==> config.mk <==
export PLATFORM = sky130hd
export DESIGN_NAME = mpq_front
export DESIGN_NICKNAME = d
export VERILOG_FILES = /design/src/hw/rtl/mpq_pkg.sv /design/src/hw/rtl/mpq_front.sv
export SDC_FILE = /design/constraint.sdc
export NUM_CORES = 1
export LEC_CHECK = 0
export ABC_AREA = 1
export ABC_CLOCK_PERIOD_IN_PS = 4600
export CORE_ASPECT_RATIO = 1.4
export CORE_MARGIN = 2
export CORE_UTILIZATION = 28
export CTS_BUF_LIST = sky130_fd_sc_hd__clkbuf_8 sky130_fd_sc_hd__clkbuf_16
export CTS_CLUSTER_DIAMETER = 30
export DETAILED_ROUTE_END_ITERATION = 10
export DONT_BUFFER_PORTS = 1
export PLACE_DENSITY = 0.42
export SYNTH_ARGS = -nofsm -noshare
export SYNTH_HDL_FRONTEND = slang
export SYNTH_SLANG_ARGS = --single-unit
==> constraint.sdc <==
create_clock -name clk -period 4.6 [get_ports clk]
set_input_delay 0.92 -clock clk [delete_from_list [all_inputs] [get_ports clk]]
set_output_delay 0.92 -clock clk [all_outputs]
set_load 0.02 [all_outputs]
==> src/hw/rtl/mpq_pkg.sv <==
// mpq_pkg: shared types and constants for the max priority queue
// no dependencies
package mpq_pkg;

  localparam int CAPACITY_DEF      = 64;
  localparam int PRIORITY_BITS_DEF = 16;
  localparam int DATA_BITS_DEF     = 32;

  typedef enum logic [1:0] {
    ST_DONE  = 2'd0,
    ST_FULL  = 2'd1,
    ST_EMPTY = 2'd2
  } status_t;

  typedef enum logic {
    CMD_PUSH = 1'b0,
    CMD_POP  = 1'b1
  } cmd_t;

  typedef enum logic [2:0] {
    S_IDLE,
    S_UP_RD,
    S_UP_CMP,
    S_DN_RD,
    S_DN_CMP,
    S_TOP_RD,
    S_REPORT
  } eng_state_t;

endpackage

==> src/hw/rtl/mpq_front.sv <==
// mpq_front: command intake and two-entry queue toward the heap engine
// depends on mpq_pkg
module mpq_front
  import mpq_pkg::*;
#(
  parameter int PRIORITY_BITS = PRIORITY_BITS_DEF,
  parameter int DATA_BITS     = DATA_BITS_DEF,
  localparam int W            = 1 + DATA_BITS + PRIORITY_BITS
) (
  input  logic         clk,
  input  logic         rst,
  input  logic         in_valid,
  output logic         in_ready,
  input  logic [W-1:0] in_word,
  output logic         q_valid,
  input  logic         q_ready,
  output logic [W-1:0] q_word
);

  logic [W-1:0] slot [2];
  logic         wr_ptr, rd_ptr;
  logic [1:0]   fill;
  logic         do_wr, do_rd;

  assign in_ready = (fill != 2'd2);
  assign q_valid  = (fill != 2'd0);
  assign q_word   = slot[rd_ptr];
  assign do_wr    = in_valid && in_ready;
  assign do_rd    = q_valid && q_ready;

  always_ff @(posedge clk) begin
    if (do_wr) begin
      slot[wr_ptr] <= in_word;
    end
    if (rst) begin
      wr_ptr <= 1'b0;
      rd_ptr <= 1'b0;
      fill   <= 2'd0;
    end else begin
      if (do_wr) wr_ptr <= ~wr_ptr;
      if (do_rd) rd_ptr <= ~rd_ptr;
      fill <= fill + {1'b0, do_wr} - {1'b0, do_rd};
    end
  end

endmodule

==> metrics.md <==
| Metric | Value |
|---|---|
| Outcome | `completed` |
| Final setup violation count | `0` |
| F_max | `360.5 MHz` |
| CP max-delay cell | `dfxtp_2` |
| Met3 usage | `0.04077` |
| Leakage power total | `1.448 nW` |
| Hold Slack | `0.5221 ns` |
| GP Congestion | `0.6617` |
| Post-cts resize count | `0` |
| WP buf/inv | `1` |
| Post-synth top area cell | `edfxtp_1` |
| Rows | `50` |
| Post-DR wirelength/cell | `approximately 17 um` |
| P&R area growth vs syn | `13.87%` |
| Mapped Cells | `approximately 190` |
| Switch share | `0.2986` |
| CP Capture Type | `output port` |
| Port bufs | `0` |
| Router iterations before antenna repair | `3` |
| Cell variety after synth | `13` |
| Slew margin rel. | `0.3589` |
| Syn. warnings | `0` |
| Max Slew Vio Count | `0` |
| Placement Cell Area | `~0.0041 sq mm` |
| Final Cell Area | `0.004355 sq mm` |
| Clock Skews | `0.006218 ns` |
| RSZ-0062 raised after global routing | `false` |
| Root Buffer Master | `clkbuf_16` |
| Fin crit period | `2.774 ns` |
| Fillers | `1,335` |
| MaxCap Viol Count | `0` |
| Ranking of synthesized cells by area | `edfxtp_1 (77%), mux2_2 (11%), mux2_4 (3.9%)` |
| I/O pins | `104` |
| DRC Markers | `0` |
| Met1 GRT Util | `0.09169` |
| Worst-path clk slew | `0.06 ns` |
| VDD IR max | `0.2835 mV` |
| Int Pwr | `1.809 mW` |
| Tightest Pin Transition | `0.9603 ns` |
| Pwr dens | `592.1 mW/mm^2` |
| Global-route wire length before repair | `9.466 mm` |
| Setup CP Type | `reg2out` |
| Delay-heaviest family, CP | `flip-flops` |
| Layout cell share with drive strength beyond 1 | `0.3512` |
| Clock Power Share | `0.296` |
| Via count | `1,611` |
| Initial DRC Count | `between 40 and 50` |
| Worst reg2reg startpoint | `fill[0]` |
| Layout Nets | `255` |
| Die width | `102.8 um` |
| Hold Buf Count CTS | `0` |
| WP data required | `3.68 ns` |
| Non-Filler Instances | `387` |
| Fin crit share | `0.6031` |
| Syn avg cell area | `20.24 sq um` |
| DRT Wirelength | `6.550 mm` |
| CP Cell Sequence | `buf_4 > mux2_2` |
| Busiest grt layer | `met2` |
| Synth Cell Area | `0.003825 sq mm` |
| Combinational Power Share | `0.221` |
| Sequential Power Share | `0.483` |
| Core box area | `0.01339 sq mm` |
| Flops & latches, synth | `103` |
| Total global routing overflow | `0` |
| Worst-skew pair later-pin latency | `0.34 ns` |
| CP max stage delay | `0.70 ns` |
| Met2 usage | `0.1555` |
| CTS Buf Count | `9` |
| Sequential area share after synthesis | `0.7956` |
| Die Area | `0.01462 sq mm` |
| CTS tree | `done` |
| Sw Pwr | `0.7700 mW` |
| Antenna diodes | `0` |
| Clock sinks | `103` |
| Post-DRT Antenna Nets | `0` |
| Largest net degree at the start of global routing | `41` |
| Min-Delay Path Class | `reg2reg` |
| Post-Synthesis Net Count | `~240` |
| Hold Startpoint | `rd_ptr` |
| Area fraction of the dominant cell type after synthesis | `0.7694` |
| Die height | `142.3 um` |
| Vias per cell | `4.163` |
| Setup TNS | `0 ns` |
| Total track usage | `0.08979` |
| Max FO, Critical Path | `22` |
| Initial Util | `0.2857` |
| H-tree depth | `3` |
| Critical Path AT | `1.85 ns` |
| Clk buf depth | `2` |
| Setup Buffers After CTS | `0` |
| DP Wirelength | `4.256 mm` |
| Initial antenna violation count | `0` |
| Final Hold Fails | `0` |
| Vias in the first global route | `1,693` |
| Dpl cells | `371` |
| CP Launch Type | `register` |
[synth_stat cells]
cell type	instances
nand2_1	8
buf_4	3
ha_1	2
edfxtp_1	98
inv_1	8
a21oi_1	2
buf_6	1
nor2_1	9
dfxtp_1	5
mux2_2	39
nand3_1	3
mux2_4	10
buf_8	1
[cells by family (layout without fill, tap and decap cells)]
kind of cell / count (synthesis) / in the layout / share of synthesized area
multiplexers: 49 / 49 / 0.1541
buffers and inverters: 13 / 29 / 0.02061
AND/OR/NAND/NOR: 20 / 20 / 0.02061
AO/OA/AOI/OAI: 2 / 2 / 0.002617
adder cells (fa/ha/maj): 2 / 2 / 0.006541
flip-flops: 103 / 103 / 0.7956
[power by group through the flow]
stage	Clock, mW	Combinational [mW]	Sequential [mW]
finish	0.763	0.571	1.25
global route	0.830	0.621	1.26
CTS	0.795	0.593	1.25
detailed placement	0	0.591	1.27
global placement	0	0.587	1.27
floorplan	0	0.521	1.24
[per-layer routing]
metal,up-vias,share of wire
li1,743,-
met1,800,0.37
met2,63,0.52
met3,5,0.093
met4,0,0.015
met5,-,0
[cells in the final DEF, fill, tap and decap left out]
| cell type | instances |
|---|---|
| edfxtp_1 | 98 |
| mux2_2 | 39 |
| mux2_4 | 10 |
| clkbuf_16 | 9 |
| nor2_1 | 8 |
| nand2_1 | 8 |
| inv_1 | 7 |
| buf_4 | 5 |
| dfxtp_1 | 4 |
| nand3_1 | 3 |
| clkinv_4 | 3 |
| a21oi_1 | 2 |
| ha_1 | 2 |
| inv_2 | 1 |
| nor2_4 | 1 |
| dfxtp_2 | 1 |
| bufinv_16 | 1 |
| inv_6 | 1 |
| clkinv_1 | 1 |
| inv_8 | 1 |
[layout make-up]
| class | count | area (sq um) | share of cell area |
|---|---|---|---|
| Sequential cell | 103 | 3044 | 0.6989 |
| Tap cell | 182 | 227.7 | 0.05228 |
| Timing Repair Buffer | 5 | 37.54 | 0.008618 |
| Clock buffer | 9 | 225.2 | 0.05171 |
| Inverter | 8 | 30.03 | 0.006895 |
| Multi-Input combinational cell | 73 | 710.7 | 0.1632 |
| Clock inverter | 7 | 80.08 | 0.01839 |
[worst min-delay path, stage by stage, from the launching register on]
cell and delay (ns):
dfxtp_1 0.34, nor2_1 0.06, nor2_1 0.09
[final timing paths]
check	to	slack, ns	cells past startpoint
worst min-delay path	rd_ptr	0.52	2
worst min register to register	rd_ptr	0.52	2
worst max register to register	slot[0][3]	2.39	5
worst max-delay path	q_word[34]	1.83	2
[per-stage QoR]
stage,power [mW],setup slack [ns],utilization
5_1_grt,2.713,1.687,0.3253
3_5_place_dp,1.862,2.078,0.3025
2_1_floorplan,1.761,1.090,-
4_1_cts,2.638,1.718,0.3253
6_report,2.579,1.826,0.3253
3_3_place_gp,1.854,2.100,0.3025
[state kept, by name, summed over array words and instances (netlist names), named ones only]
signal,flops
wr_ptr,1
fill,2
rd_ptr,1
slot,98
No activity file was read; power rests on OpenSTA's default activity.
